===== src/hdl/assert_macros.svh =====
// Assertion macros for the scrolling text renderer RTL; included by stwr_ctrl.
// Each macro expects clk and rst_n in scope of the module that uses it.
`ifndef ASSERT_MACROS_SVH
`define ASSERT_MACROS_SVH

// Same-cycle implication, disabled while reset is asserted.
`define ASSERT_IMPLIES(label, ante, cons, msg) \
  label: assert property (@(posedge clk) disable iff (!rst_n) (ante) |-> (cons)) \
    else $error(msg);

// Next-cycle implication, disabled while reset is asserted.
`define ASSERT_NEXT(label, ante, cons, msg) \
  label: assert property (@(posedge clk) disable iff (!rst_n) (ante) |=> (cons)) \
    else $error(msg);

`endif


===== src/hdl/stwr_pkg.sv =====
// Package for the scrolling text renderer: widths, codes, font ROM and helpers.
// No dependencies; imported by the controller, the rasterizer and the top level.
package stwr_pkg;

  localparam int DEF_MAX_CHARS = 64;
  localparam int PANEL_ROWS    = 8;
  localparam int PANEL_WIDTH   = 32;
  localparam int GLYPH_WIDTH   = 6;
  localparam int FONT_ROWS     = 7;
  localparam int GLYPH_CODE_W  = 5;
  localparam int ROW_W         = 3;
  localparam int LEN_W         = 7;
  localparam int POS_W         = 10;

  // A frame touches at most seven glyphs: offset up to five plus 32 columns.
  localparam int NUM_SLOTS = 7;
  localparam int STRIP_W   = NUM_SLOTS * GLYPH_WIDTH;
  localparam int OFF_W     = 3;
  localparam int SLOT_W    = 3;

  // The scroll position is biased by six glyphs so that the division is unsigned.
  localparam int BIAS_SLOTS = 6;
  localparam int BIAS_COLS  = BIAS_SLOTS * GLYPH_WIDTH;

  // Division by six as a multiply by 683 / 4096, exact for values below 548.
  localparam int RECIP6       = 683;
  localparam int RECIP6_SHIFT = 12;

  localparam logic KIND_WRITE = 1'b0;
  localparam logic KIND_FRAME = 1'b1;

  localparam logic [ROW_W-1:0] LAST_ROW = ROW_W'(PANEL_ROWS - 1);

  localparam logic [GLYPH_CODE_W-1:0] GLYPH_BLANK = 5'd0;
  localparam logic [GLYPH_CODE_W-1:0] GLYPH_BANG  = 5'd27;

  localparam logic [7:0] ASCII_A    = 8'h41;
  localparam logic [7:0] ASCII_Z    = 8'h5A;
  localparam logic [7:0] ASCII_BANG = 8'h21;

  // Bit 5 of each entry is the leftmost pixel column of the glyph.
  localparam logic [GLYPH_WIDTH-1:0] FONT_ROM [0:31][0:FONT_ROWS-1] = '{
    '{6'h00, 6'h00, 6'h00, 6'h00, 6'h00, 6'h00, 6'h00},
    '{6'h08, 6'h14, 6'h22, 6'h3E, 6'h22, 6'h22, 6'h22},
    '{6'h3C, 6'h22, 6'h22, 6'h3C, 6'h22, 6'h22, 6'h3C},
    '{6'h1C, 6'h22, 6'h20, 6'h20, 6'h20, 6'h22, 6'h1C},
    '{6'h3C, 6'h22, 6'h22, 6'h22, 6'h22, 6'h22, 6'h3C},
    '{6'h3E, 6'h20, 6'h20, 6'h3C, 6'h20, 6'h20, 6'h3E},
    '{6'h3E, 6'h20, 6'h20, 6'h3C, 6'h20, 6'h20, 6'h20},
    '{6'h1C, 6'h22, 6'h20, 6'h26, 6'h22, 6'h22, 6'h1E},
    '{6'h22, 6'h22, 6'h22, 6'h3E, 6'h22, 6'h22, 6'h22},
    '{6'h1C, 6'h08, 6'h08, 6'h08, 6'h08, 6'h08, 6'h1C},
    '{6'h0E, 6'h04, 6'h04, 6'h04, 6'h04, 6'h24, 6'h18},
    '{6'h22, 6'h24, 6'h28, 6'h30, 6'h28, 6'h24, 6'h22},
    '{6'h20, 6'h20, 6'h20, 6'h20, 6'h20, 6'h20, 6'h3E},
    '{6'h22, 6'h36, 6'h2A, 6'h22, 6'h22, 6'h22, 6'h22},
    '{6'h22, 6'h32, 6'h2A, 6'h26, 6'h22, 6'h22, 6'h22},
    '{6'h1C, 6'h22, 6'h22, 6'h22, 6'h22, 6'h22, 6'h1C},
    '{6'h3C, 6'h22, 6'h22, 6'h3C, 6'h20, 6'h20, 6'h20},
    '{6'h1C, 6'h22, 6'h22, 6'h22, 6'h2A, 6'h24, 6'h1A},
    '{6'h3C, 6'h22, 6'h22, 6'h3C, 6'h28, 6'h24, 6'h22},
    '{6'h1C, 6'h22, 6'h20, 6'h1C, 6'h02, 6'h22, 6'h1C},
    '{6'h3E, 6'h08, 6'h08, 6'h08, 6'h08, 6'h08, 6'h08},
    '{6'h22, 6'h22, 6'h22, 6'h22, 6'h22, 6'h22, 6'h1C},
    '{6'h22, 6'h22, 6'h22, 6'h22, 6'h22, 6'h14, 6'h08},
    '{6'h22, 6'h22, 6'h22, 6'h22, 6'h2A, 6'h2A, 6'h14},
    '{6'h22, 6'h22, 6'h14, 6'h08, 6'h14, 6'h22, 6'h22},
    '{6'h22, 6'h22, 6'h22, 6'h14, 6'h08, 6'h08, 6'h08},
    '{6'h3E, 6'h02, 6'h04, 6'h08, 6'h10, 6'h20, 6'h3E},
    '{6'h08, 6'h08, 6'h08, 6'h08, 6'h08, 6'h00, 6'h08},
    '{6'h00, 6'h00, 6'h00, 6'h00, 6'h00, 6'h00, 6'h00},
    '{6'h00, 6'h00, 6'h00, 6'h00, 6'h00, 6'h00, 6'h00},
    '{6'h00, 6'h00, 6'h00, 6'h00, 6'h00, 6'h00, 6'h00},
    '{6'h00, 6'h00, 6'h00, 6'h00, 6'h00, 6'h00, 6'h00}
  };

  // Glyphs fetched for one frame plus where the panel starts inside them and the row to draw.
  typedef struct packed {
    logic [NUM_SLOTS-1:0][GLYPH_CODE_W-1:0] codes;
    logic [OFF_W-1:0]                       offset;
    logic [ROW_W-1:0]                       row;
  } render_req_t;

  function automatic logic [GLYPH_CODE_W-1:0] glyph_code(input logic [7:0] ascii);
    logic [GLYPH_CODE_W-1:0] code;
    code = GLYPH_BLANK;
    if (ascii >= ASCII_A && ascii <= ASCII_Z) begin
      code = GLYPH_CODE_W'(ascii - ASCII_A + 8'd1);
    end else if (ascii == ASCII_BANG) begin
      code = GLYPH_BANG;
    end
    return code;
  endfunction

  // The font is seven rows tall, so the bottom panel row is always blank.
  function automatic logic [GLYPH_WIDTH-1:0] glyph_row(input logic [GLYPH_CODE_W-1:0] code,
                                                       input logic [ROW_W-1:0] row);
    logic [GLYPH_WIDTH-1:0] bits;
    bits = '0;
    if (row < ROW_W'(FONT_ROWS)) begin
      bits = FONT_ROM[code][row];
    end
    return bits;
  endfunction

endpackage


===== src/hdl/stwr_ram.sv =====
// Generic single-write, single-read synchronous RAM with a registered read.
// No dependencies.
module stwr_ram #(
  parameter int WIDTH = 8,
  parameter int DEPTH = 64,
  localparam int AW = (DEPTH > 1) ? $clog2(DEPTH) : 1
) (
  input  logic             clk,
  input  logic             we,
  input  logic [AW-1:0]    waddr,
  input  logic [WIDTH-1:0] wdata,
  input  logic             re,
  input  logic [AW-1:0]    raddr,
  output logic [WIDTH-1:0] rdata
);

  logic [WIDTH-1:0] mem [DEPTH];
  logic [WIDTH-1:0] rdata_r;

  always_ff @(posedge clk) begin
    if (we) begin
      mem[waddr] <= wdata;
    end
    if (re) begin
      rdata_r <= mem[raddr];
    end
  end

  assign rdata = rdata_r;

endmodule


===== src/hdl/stwr_raster.sv =====
// Row rasterizer: turns the fetched glyph codes of a frame into 32 panel pixels.
// Depends on stwr_pkg for the font ROM and the render request type.
module stwr_raster import stwr_pkg::*; (
  input  render_req_t              req,
  output logic [PANEL_WIDTH-1:0]   row_bits
);

  logic [STRIP_W-1:0] strip;
  logic [STRIP_W-1:0] shifted;

  // Slot zero lands leftmost in the strip; the offset drops its leading columns.
  always_comb begin
    strip = '0;
    for (int k = 0; k < NUM_SLOTS; k++) begin
      strip[STRIP_W-1-k*GLYPH_WIDTH -: GLYPH_WIDTH] = glyph_row(req.codes[k], req.row);
    end
    shifted = strip << req.offset;
  end

  assign row_bits = shifted[STRIP_W-1 -: PANEL_WIDTH];

endmodule


===== src/hdl/stwr_ctrl.sv =====
// Sequencer of the renderer: input handshake, text store access, glyph fetch and
// the output register. Depends on stwr_pkg and assert_macros.svh.
`include "assert_macros.svh"
module stwr_ctrl import stwr_pkg::*; #(
  parameter int MAX_CHARS = DEF_MAX_CHARS,
  localparam int AW = (MAX_CHARS > 1) ? $clog2(MAX_CHARS) : 1
) (
  input  logic                    clk,
  input  logic                    rst_n,
  input  logic                    cfg_we,
  input  logic [LEN_W-1:0]        cfg_wdata,
  input  logic                    in_valid,
  output logic                    in_ready,
  input  logic                    in_kind,
  input  logic [5:0]              in_char_index,
  input  logic [7:0]              in_char_code,
  input  logic signed [POS_W-1:0] in_scroll_position,
  output logic                    out_valid,
  input  logic                    out_ready,
  output logic [ROW_W-1:0]        out_row_index,
  output logic [PANEL_WIDTH-1:0]  out_row_bits,
  output logic                    out_last_row,
  output logic                    ram_we,
  output logic [AW-1:0]           ram_waddr,
  output logic [GLYPH_CODE_W-1:0] ram_wdata,
  output logic                    ram_re,
  output logic [AW-1:0]           ram_raddr,
  input  logic [GLYPH_CODE_W-1:0] ram_rdata,
  output render_req_t             req,
  input  logic [PANEL_WIDTH-1:0]  row_bits
);

  typedef enum logic [3:0] {
    ST_IDLE   = 4'b0001,
    ST_DIV    = 4'b0010,
    ST_FETCH  = 4'b0100,
    ST_RENDER = 4'b1000
  } state_t;

  localparam logic [8:0] MAX_LEN = 9'(MAX_CHARS);
  localparam logic [SLOT_W-1:0] SLOT_LAST = SLOT_W'(NUM_SLOTS - 1);

  state_t state_r, state_nxt;

  logic [LEN_W-1:0]  len_r;
  logic [8:0]        len_eff;
  logic [POS_W-1:0]  q_r;
  logic              blank_r;
  logic [6:0]        b_r;
  logic [OFF_W-1:0]  off_r;
  logic [SLOT_W-1:0] k_r;
  logic [SLOT_W-1:0] rd_slot_r;
  logic              rd_ok_r;
  logic              rd_pend_r;
  logic [ROW_W-1:0]  row_r;
  logic [NUM_SLOTS-1:0][GLYPH_CODE_W-1:0] codes_r;

  logic                   out_valid_r;
  logic [ROW_W-1:0]       out_row_r;
  logic [PANEL_WIDTH-1:0] out_bits_r;
  logic                   out_last_r;

  logic        accept;
  logic        load;
  logic [10:0] biased;
  logic [19:0] prod;
  logic [9:0]  six_b;
  logic [7:0]  slot_idx;
  logic        slot_ok;

  assign in_ready = (state_r == ST_IDLE);
  assign accept   = in_valid && in_ready;

  // Bias the position by six glyphs; anything still negative shows no column.
  assign biased  = {in_scroll_position[POS_W-1], in_scroll_position} + 11'(BIAS_COLS);
  assign prod    = 20'(q_r) * 20'(RECIP6);
  assign six_b   = ({3'b000, b_r} << 2) + ({3'b000, b_r} << 1);
  assign len_eff = ({2'b00, len_r} > MAX_LEN) ? MAX_LEN : {2'b00, len_r};

  // Slot k holds message character b - 6 + k; it is blank outside the message.
  assign slot_idx = {1'b0, b_r} + {5'b00000, k_r};
  assign slot_ok  = !blank_r && (slot_idx >= 8'(BIAS_SLOTS))
                    && (({1'b0, slot_idx} - 9'(BIAS_SLOTS)) < len_eff);

  assign ram_we    = accept && (in_kind == KIND_WRITE) && ({3'b000, in_char_index} < MAX_LEN);
  assign ram_waddr = AW'(in_char_index);
  assign ram_wdata = glyph_code(in_char_code);
  assign ram_re    = (state_r == ST_FETCH) && slot_ok;
  assign ram_raddr = AW'(slot_idx - 8'(BIAS_SLOTS));

  assign req.codes  = codes_r;
  assign req.offset = off_r;
  assign req.row    = row_r;

  always_comb begin
    state_nxt = state_r;
    load      = 1'b0;
    unique case (state_r)
      ST_IDLE: begin
        if (accept && in_kind == KIND_FRAME) state_nxt = ST_DIV;
      end
      ST_DIV: begin
        state_nxt = ST_FETCH;
      end
      ST_FETCH: begin
        if (k_r == SLOT_LAST) state_nxt = ST_RENDER;
      end
      ST_RENDER: begin
        // The last glyph read lands in the cycle after the fetch state ends.
        load = !rd_pend_r && (!out_valid_r || out_ready);
        if (load && row_r == LAST_ROW) state_nxt = ST_IDLE;
      end
      default: begin
        state_nxt = ST_IDLE;
      end
    endcase
  end

  always_ff @(posedge clk) begin
    if (!rst_n) begin
      state_r     <= ST_IDLE;
      out_valid_r <= 1'b0;
      rd_pend_r   <= 1'b0;
      len_r       <= '0;
    end else begin
      state_r   <= state_nxt;
      rd_pend_r <= (state_r == ST_FETCH);
      if (load) begin
        out_valid_r <= 1'b1;
      end else if (out_ready) begin
        out_valid_r <= 1'b0;
      end
      if (cfg_we) begin
        len_r <= cfg_wdata;
      end
    end
  end

  always_ff @(posedge clk) begin
    if (accept) begin
      q_r     <= biased[POS_W-1:0];
      blank_r <= biased[10];
    end
    if (state_r == ST_DIV) begin
      b_r   <= prod[RECIP6_SHIFT +: 7];
      k_r   <= '0;
      row_r <= '0;
    end
    if (state_r == ST_FETCH) begin
      k_r       <= k_r + 1'b1;
      rd_slot_r <= k_r;
      rd_ok_r   <= slot_ok;
      off_r     <= OFF_W'(q_r - six_b);
    end
    if (rd_pend_r) begin
      codes_r[rd_slot_r] <= rd_ok_r ? ram_rdata : GLYPH_BLANK;
    end
    if (load) begin
      row_r      <= row_r + 1'b1;
      out_row_r  <= row_r;
      out_bits_r <= row_bits;
      out_last_r <= (row_r == LAST_ROW);
    end
  end

  assign out_valid     = out_valid_r;
  assign out_row_index = out_row_r;
  assign out_row_bits  = out_bits_r;
  assign out_last_row  = out_last_r;

  `ASSERT_IMPLIES(a_busy_no_accept, state_r != ST_IDLE, !in_ready, "item accepted while busy")
  `ASSERT_IMPLIES(a_bottom_blank, out_valid_r && out_row_r == LAST_ROW, out_bits_r == '0,
                  "bottom panel row is not blank")
  `ASSERT_IMPLIES(a_fetch_range, state_r == ST_FETCH, k_r <= SLOT_LAST, "fetch slot overrun")
  `ASSERT_NEXT(a_last_to_idle, load && row_r == LAST_ROW, state_r == ST_IDLE && out_last_r,
               "frame did not end after its last row")

endmodule


===== src/hdl/scrolling_text_window_renderer_core.sv =====
// Top level of the scrolling text renderer for an 8 by 32 LED panel.
// Depends on stwr_pkg, stwr_ram, stwr_ctrl and stwr_raster.
//
// Usage:
//   Input channel (in_valid / in_ready): in_kind 0 stores in_char_code, mapped
//   to a glyph, at in_char_index (indexes at or above MAX_CHARS are dropped);
//   in_kind 1 renders a frame at the signed in_scroll_position.
//   Result channel (out_valid / out_ready): a frame returns eight rows, top row
//   first, bit 31 leftmost; out_last_row marks the eighth row.
//   Configuration: cfg_we writes cfg_wdata into the message length; write it
//   only while no frame is in progress.
// Timing: a character write is stored in the cycle it is accepted. A frame
//   passes from acceptance through the divide by six, a walk over the seven
//   glyph slots that reads the text memory for those inside the message (one
//   port, one glyph a cycle), the wait for the last read data, then one row a
//   cycle while the receiver does not stall. The next item is accepted as soon
//   as the last row sits in the output register.
// A stalled receiver holds the current row and pauses rendering. Reset clears
//   the message length and the control state; the text memory is not cleared,
//   so every character shown must be written first.
module scrolling_text_window_renderer_core import stwr_pkg::*; #(
  parameter int MAX_CHARS = DEF_MAX_CHARS
) (
  input  logic                    clk,
  input  logic                    rst_n,
  input  logic                    cfg_we,
  input  logic [LEN_W-1:0]        cfg_wdata,
  input  logic                    in_valid,
  output logic                    in_ready,
  input  logic                    in_kind,
  input  logic [5:0]              in_char_index,
  input  logic [7:0]              in_char_code,
  input  logic signed [POS_W-1:0] in_scroll_position,
  output logic                    out_valid,
  input  logic                    out_ready,
  output logic [ROW_W-1:0]        out_row_index,
  output logic [PANEL_WIDTH-1:0]  out_row_bits,
  output logic                    out_last_row
);

  localparam int AW = (MAX_CHARS > 1) ? $clog2(MAX_CHARS) : 1;

  logic                    ram_we;
  logic [AW-1:0]           ram_waddr;
  logic [GLYPH_CODE_W-1:0] ram_wdata;
  logic                    ram_re;
  logic [AW-1:0]           ram_raddr;
  logic [GLYPH_CODE_W-1:0] ram_rdata;
  render_req_t             req;
  logic [PANEL_WIDTH-1:0]  row_bits;

  stwr_ram #(
    .WIDTH (GLYPH_CODE_W),
    .DEPTH (MAX_CHARS)
  ) u_text_ram (
    .clk   (clk),
    .we    (ram_we),
    .waddr (ram_waddr),
    .wdata (ram_wdata),
    .re    (ram_re),
    .raddr (ram_raddr),
    .rdata (ram_rdata)
  );

  stwr_ctrl #(
    .MAX_CHARS (MAX_CHARS)
  ) u_ctrl (
    .clk                (clk),
    .rst_n              (rst_n),
    .cfg_we             (cfg_we),
    .cfg_wdata          (cfg_wdata),
    .in_valid           (in_valid),
    .in_ready           (in_ready),
    .in_kind            (in_kind),
    .in_char_index      (in_char_index),
    .in_char_code       (in_char_code),
    .in_scroll_position (in_scroll_position),
    .out_valid          (out_valid),
    .out_ready          (out_ready),
    .out_row_index      (out_row_index),
    .out_row_bits       (out_row_bits),
    .out_last_row       (out_last_row),
    .ram_we             (ram_we),
    .ram_waddr          (ram_waddr),
    .ram_wdata          (ram_wdata),
    .ram_re             (ram_re),
    .ram_raddr          (ram_raddr),
    .ram_rdata          (ram_rdata),
    .req                (req),
    .row_bits           (row_bits)
  );

  stwr_raster u_raster (
    .req      (req),
    .row_bits (row_bits)
  );

endmodule


===== config.mk =====
export PLATFORM = sky130hd
export DESIGN_NAME = scrolling_text_window_renderer_core
export DESIGN_NICKNAME = d
export VERILOG_FILES = /design/src/hdl/stwr_pkg.sv /design/src/hdl/stwr_ram.sv /design/src/hdl/stwr_raster.sv /design/src/hdl/stwr_ctrl.sv /design/src/hdl/scrolling_text_window_renderer_core.sv
export VERILOG_INCLUDE_DIRS = /design/src /design/src/hdl
export SDC_FILE = /design/constraint.sdc
export NUM_CORES = 1
export LEC_CHECK = 0
export ABC_AREA = 1
export BUFFER_PORTS_ARGS = -buffer_cell sky130_fd_sc_hd__buf_2
export CAP_MARGIN = 20
export CORE_ASPECT_RATIO = 0.5
export CORE_UTILIZATION = 45
export DETAILED_ROUTE_END_ITERATION = 10
export HOLD_SLACK_MARGIN = 0.1
export SYNTH_ARGS = -nofsm -noshare
export SYNTH_HDL_FRONTEND = slang
export SYNTH_HIERARCHICAL = 1
export SYNTH_SLANG_ARGS = --single-unit

===== constraint.sdc =====
create_clock -name clk -period 3.75 [get_ports clk]
set_input_delay 0.1875 -clock clk [delete_from_list [all_inputs] [get_ports clk]]
set_output_delay 0.1875 -clock clk [all_outputs]
set_load 0.1 [all_outputs]

Word level (Yosys, flattened, before mapping)

Memory sizes are Yosys's and may differ from the RTL's. A register that Yosys moved wholly into a read port is not among the register bits.
Index checks and enable logic that the tools add are counted.

Input bits: 37
Memories kept: 8
ROM bits: 9408
Bits in registers: 115
Memory bits (writable): 320
Output and inout bits: 38
Bits in latches: 0

Add/subtract/negate cells: 10
Bitwise gates (word level): 9
Shifts and indexed selects: 1
Multipliers: 1
Reduce and logical (&&, ||, !) cells: 18
Divide/modulo/power cells: 0
Eq/ne operators: 10
Magnitude comparators: 16
Multiplexer cells: 61

Memory list:

| memory          | depth | width | rd ports | clocked after memory_dff | wr ports | line            | source |
|---|---|---|---|---|---|---|---|
| (no name shown) | 32    | 42    | 1        | 0                        | 0        | stwr_pkg.sv:101 | `bits = FONT_ROM[code][row];` |
| (no name shown) | 32    | 42    | 1        | 0                        | 0        | stwr_pkg.sv:101 |  |
| (no name shown) | 32    | 42    | 1        | 0                        | 0        | stwr_pkg.sv:101 |  |
| (no name shown) | 32    | 42    | 1        | 0                        | 0        | stwr_pkg.sv:101 |  |
| (no name shown) | 32    | 42    | 1        | 0                        | 0        | stwr_pkg.sv:101 |  |
| (no name shown) | 32    | 42    | 1        | 0                        | 0        | stwr_pkg.sv:101 |  |
| +2 memories     | n/a   | n/a   | n/a      | n/a                      | n/a      | n/a             |  |

Operator list:

| kind                                                                                 | count |
|---|---|
| 42-bit two-way mux                                                                   | 14 |
| 6-bit binary-select mux with 3-bit select                                            | 7 |
| 6-bit two-way mux                                                                    | 21 |
| 6-bit greater-or-equal comparator (second input constant)                            | 7 |
| 5-bit inverter with 6-bit output                                                     | 7 |
| 42-bit by 3-bit << shifter with 42-bit output                                        | 1 |
| 35-bit bitwise mux                                                                   | 1 |
| 5-bit two-way mux                                                                    | 4 |
| 10-bit by 10-bit multiplier with 19-bit output (second input constant)               | 1 |
| 4-bit case mux with 4 select lines                                                   | 1 |
| 5-bit demux with 3-bit select                                                        | 1 |
| 4-bit two-way mux                                                                    | 3 |
| 10-bit by 7-bit adder with 11-bit output (second input constant)                     | 1 |
| 1-bit logical AND                                                                    | 10 |
| 9-bit less-than comparator                                                           | 1 |
| 3-bit two-way mux                                                                    | 3 |
| 8-bit by 3-bit subtractor with 9-bit output (second input constant)                  | 1 |
| 7-bit by 3-bit adder with 8-bit output                                               | 1 |
| 8-bit by 6-bit == test with 1-bit output (second input constant)                     | 1 |
| 8-bit by 3-bit greater-or-equal comparator with 1-bit output (second input constant) | 1 |
| 8-bit by 7-bit greater-or-equal comparator with 1-bit output (second input constant) | 1 |
| 8-bit by 7-bit less-or-equal comparator with 1-bit output (second input constant)    | 1 |
| 7-bit > comparator (second input constant)                                           | 1 |
| 7-bit two-way mux                                                                    | 1 |
| other kinds (24)                                                                     | 35 |

Longest topological paths before layout

Depth in word-level cells: 9
Gate-level depth with buffers: 18
Gate-level depth less buffers: 18

By module

The synthesis kept the hierarchy.

Modules (own cells, without submodules):

| module      | cells each | sequential area each (um^2) | area an instance (um^2) | times used |
|---|---|---|---|---|
| stwr_ram    | 1162       | 9759.4                      | 13437.9                 | 1 |
| stwr_raster | 2018       | 0.0                         | 9460.3                  | 1 |
| stwr_ctrl   | 594        | 3323.2                      | 6525.0                  | 1 |

Worst setup path after synthesis

No wires, ideal clock.

Path type: reg-to-reg
From: reg u_ctrl.q_r[7]
To: reg u_ctrl.b_r[4] (data pin)
Period minus slack after synthesis: 3.934 ns
Data arrival time: 3.676 ns
Required time: 3.492 ns
Library setup time: 0.258 ns
Setup slack: -0.184 ns
Cell stages (with the launch flop): 17
Cells stage by stage: edfxtp_1 ha_1 ha_1 inv_1 fa_1 inv_1 fa_1 inv_1 fa_1 inv_1 ha_1 nand2_1 nor2_1 nand3_1 or2_2 nand2_1 xor2_1

Cells in the longest elaborated chain, start to end: 1

Ends and longest elaborated chain:

| what                                           | line             | source |
|---|---|---|
| start: declaration                             | stwr_ctrl.sv:47  | `logic [POS_W-1:0] q_r;` |
| start signal: assignment                       | stwr_ctrl.sv:141 | `q_r <= biased[POS_W-1:0];` |
| 10-bit by 10-bit multiplier with 19-bit output | stwr_ctrl.sv:76  | `assign prod = 20'(q_r) * 20'(RECIP6);` |
| named net u_ctrl.prod[16]                      | stwr_ctrl.sv:66  | `logic [19:0] prod;` |
| end signal: assignment                         | stwr_ctrl.sv:145 | `b_r <= prod[RECIP6_SHIFT +: 7];` |
| end: declaration                               | stwr_ctrl.sv:49  | `logic [6:0] b_r;` |

The timed path passes the listed nets, and every way through them passes these cells.
A chain may end at the register's enable or synchronous reset.

Worst setup path after layout

From: reg u_ctrl.q_r[2]
To: reg u_ctrl.b_r[3] (data pin)

The elaborated chain is that of the path after synthesis.

==> flow_summary.toml <==
[hold_path]
min_from = "in_valid"
hold_path.class = "input port to flop"

[cells_and_area]
nNetsFinal = 4031
area_growth_pct = 11.6
drive_above_1_share_pct = 9.46
design_area_sq_um = 32800

[synthesis]
synthFlopType = "edfxtp_1"
synth.top_cell.area_share_pct = 43.6
syn_avg_cell_area_sq_um = 7.80
syn_area_sq_um = 29400
synth_seq_area_share_pct = 44.5
synth_area_leaders = "edfxtp_1 44%, nand2_1 16%, nand3_1 13%"
ys_warn_count = 6
synth_edf_count = 427
syn_nets = 3964
yosysUniqueCellTypes = 51
ys_ff_latch = 440
synth_top_cell_by_area = "edfxtp_1"
synthCells = 3774
synth-async-reset-ratio_pct = 0

[sta]
worst_slew_pin_slew_ns = 1.04
finalHoldViolCount = 0
fmax_mhz = 256
slew_headroom_pct = 30.7
period_minus_slack_ns = 3.90
min_period_over_period_pct = 104
slew_viol_final = 0
rsz0062_at_grt = "yes"
fin_ws_ns = -0.149
setup_viol = 6
skew_ns = 0.0263

[setup_path]
cp-start-kind = "flop"
critPathKind = "flop to flop"
r2r-start = "u_ctrl/q_r[2]$_DFFE_PP_"
worstSetupStartpoint = "u_ctrl/q_r[2]$_DFFE_PP_"
cp_max_fo = 4
slowest_stage = "fa_1"
cp.required_ns = 4.16
crit_chain = "ha_4 > inv_2 > fa_1 > inv_2 > fa_1 > fa_1 > ha_4 > ha_4 > nand2_1 > nor4_1 > o21ai_0 > nand2_1 > xor2_1"
slowest_delay_ns = 0.61
arrival_ns = 4.31
cp-end-kind = "flop"

[die]
start_util_pct = 46.1
dieHeight_um = 183
die_area_sq_um = 66500
io_pins = 75
die_w_um = 364
core_sq_um = 63800
rows = 65

[power_and_ir_drop]
ir_drop_uv = 357
power.leakage_nw = 14.4
p_per_area_nw_per_um2 = 416

[clock_network]
worstSkewPairLatency_ns = 0.58
numCtsBuffers = 43
cts_tree = "done"
cts.sinks = 440
h-tree-depth = 2
path_clk_slew_ns = 0.06
clockBufferDepth = 3
cts_root_buf = "clkbuf_16"

[drt]
dr.pass1.iters = 8
wl_um = 88600
drc = 0
drtAntennaViolNets = 0
post_drt_wl_per_cell_um = 18.7
viasPerCell = 5.68
first_iter_violations = 3283
vias = 26958

[grt]
grt_max_degree = 162
track_usage_pct = 26.3
antenna_found_initial = 2
grt_pass1_vias = 25281
overflow = 0
grt_pass1_wl_um = 139000

[run_status]
status = "finished with violations"
violations = "setup timing"

[placed_design]
io_buffer_count = 74
post-place-ws_ns = -0.271
gp_congestion = 0.992
placed_area_sq_um = 30800
hpwl_um = 59600

[flow_run]
cap_violations = 0
## worst max-delay path, delay by kind of cell (launching register included)
kind / cells / cell delay [ns]
compound gates: 1 / 0.14
xor+xnor: 1 / 0.18
fa+ha+maj: 6 / 2.40
buf+inv: 2 / 0.08
flops: 1 / 0.44
simple gates: 3 / 0.48
## final timing paths
kind | to | slack, ns | depth (start not counted)
min reg2reg | u_ctrl/out_valid$_SDFFE_PN0P_ | 0.53 | 2
max | u_ctrl/b_r[3]$_DFFE_PP_ | -0.15 | 13
max reg2reg | u_ctrl/b_r[3]$_DFFE_PP_ | -0.15 | 13
min | u_ctrl/state_r[3]$_SDFFE_PN0P_ | 0.17 | 6
## sequential cells by signal, indices dropped and copies added (netlist names)
register / flops
u_ctrl/state_r: 4
u_text_ram/rdata: 5
u_ctrl/rd_pend_r: 1
u_ctrl/rd_slot_r: 3
u_ctrl/out_row_bits: 32
u_ctrl/len_r: 7
u_ctrl/rd_ok_r: 1
u_ctrl/q_r: 10
u_ctrl/b_r: 7
u_ctrl/off_r: 3
u_ctrl/out_last_row: 1
u_ctrl/out_valid: 1
u_ctrl/row_r: 3
u_ctrl/out_row_index: 3
u_text_ram/mem: 320
u_ctrl/k_r: 3
u_ctrl/blank_r: 1
u_ctrl/req: 35
## kinds of logic (layout without fill, tap and decap cells)
logic type               after synthesis  in the layout  synth area share [%]
AO/OA/AOI/OAI                        307            307                  5.64
other                                  0              1                     0
adder cells (fa/ha/maj)              153            153                  7.07
flip-flops                           440            440                  44.5
XOR/XNOR                              25             25                 0.744
buffers and inverters                455            551                  7.24
AND/OR/NAND/NOR                     2394           2394                  34.8
## repair_timing
action                                  in CTS  in global routing
pin swaps                                   30                 15
setup buffers                                4                  2
resized for setup                           40                 18
hold buffers                                39                  0
endpoints found under the setup margin       7                 12
endpoints found under the hold margin       24                  0
## stage by stage
| stage | instances | hold slack, ns | util [%] | power (mW) | setup TNS (ns) |
|---|---|---|---|---|---|
| floorplan | 3774 | 0.272 | - | 7.91 | -0.109 |
| global route | 4742 | 0.191 | 51.4 | 14.3 | -1.65 |
| finish | 4742 | 0.174 | 51.4 | 13.7 | -0.590 |
| detailed placement | 4622 | 0.393 | 48.2 | 8.98 | -1.48 |
| CTS | 4739 | 0.143 | 51.3 | 13.6 | -0.637 |
| global placement | 4621 | 0.388 | 48.2 | 8.94 | -1.26 |
## synthesized netlist by cell type, types with 2 or more instances
cell,instances
a21boi_0,3
a21oi_1,142
a21oi_2,4
a31oi_1,7
buf_1,20
buf_2,97
buf_4,34
buf_6,20
clkbuf_1,37
clkinv_1,2
dfxtp_1,13
edfxtp_1,427
fa_1,22
ha_1,131
inv_1,223
inv_2,16
inv_4,4
nand2_1,1279
nand2_2,8
nand3_1,767
nand3_2,3
nand3b_1,10
nand4_1,43
nor2_1,247
nor2_2,4
nor3_1,12
nor4_1,11
o2111ai_1,2
o211ai_1,17
o21ai_0,104
o21ai_1,17
o22ai_1,2
o31ai_1,3
or2_1,2
or2_2,2
xnor2_1,11
xor2_1,14
## cells in the final DEF, fill, tap and decap left out, types with 13 or more instances in the layout
cell	Yosys	layout
a21oi_1	142	134
nand3_1	767	765
buf_4	34	105
o211ai_1	17	17
o21ai_0	104	98
nand2_1	1279	1267
ha_1	131	112
dfxtp_1	13	13
nand2_2	8	18
xor2_1	14	14
fa_1	22	21
nand4_1	43	43
edfxtp_1	427	427
dlygate4sd3_1	0	39
inv_1	223	215
buf_2	97	74
o21ai_1	17	18
inv_2	16	24
ha_4	0	19
clkbuf_16	0	44
nor2_1	247	241
## where the power goes
group          total (mW)  internal [mW]  switching (mW)
Clock                4.15           2.23            1.92
Combinational        4.03           1.66            2.37
Sequential           5.47           5.45          0.0228
## area by class of cell
class / count / area [sq um]
clock inverter: 24 / 181
tap: 871 / 1090
multi-input combinational: 2879 / 14600
fill: 6078 / 31000
timing repair buffer: 232 / 1800
inverter: 245 / 930
clock buffer: 50 / 1120
antenna: 1 / 2.50
sequential: 440 / 13100
## layer usage
| metal | global-route usage, % | wire length [um] | vias up |
|---|---|---|---|
| li1 | - | - | 12891 |
| met1 | 36.6 | 39200 | 12716 |
| met2 | 42.5 | 40500 | 1159 |
| met3 | 3.55 | 6200 | 192 |
| met4 | 8.79 | 2760 | 0 |
| met5 | 0 | 0 | - |
Note: power is estimated with default switching activity, not from simulation.
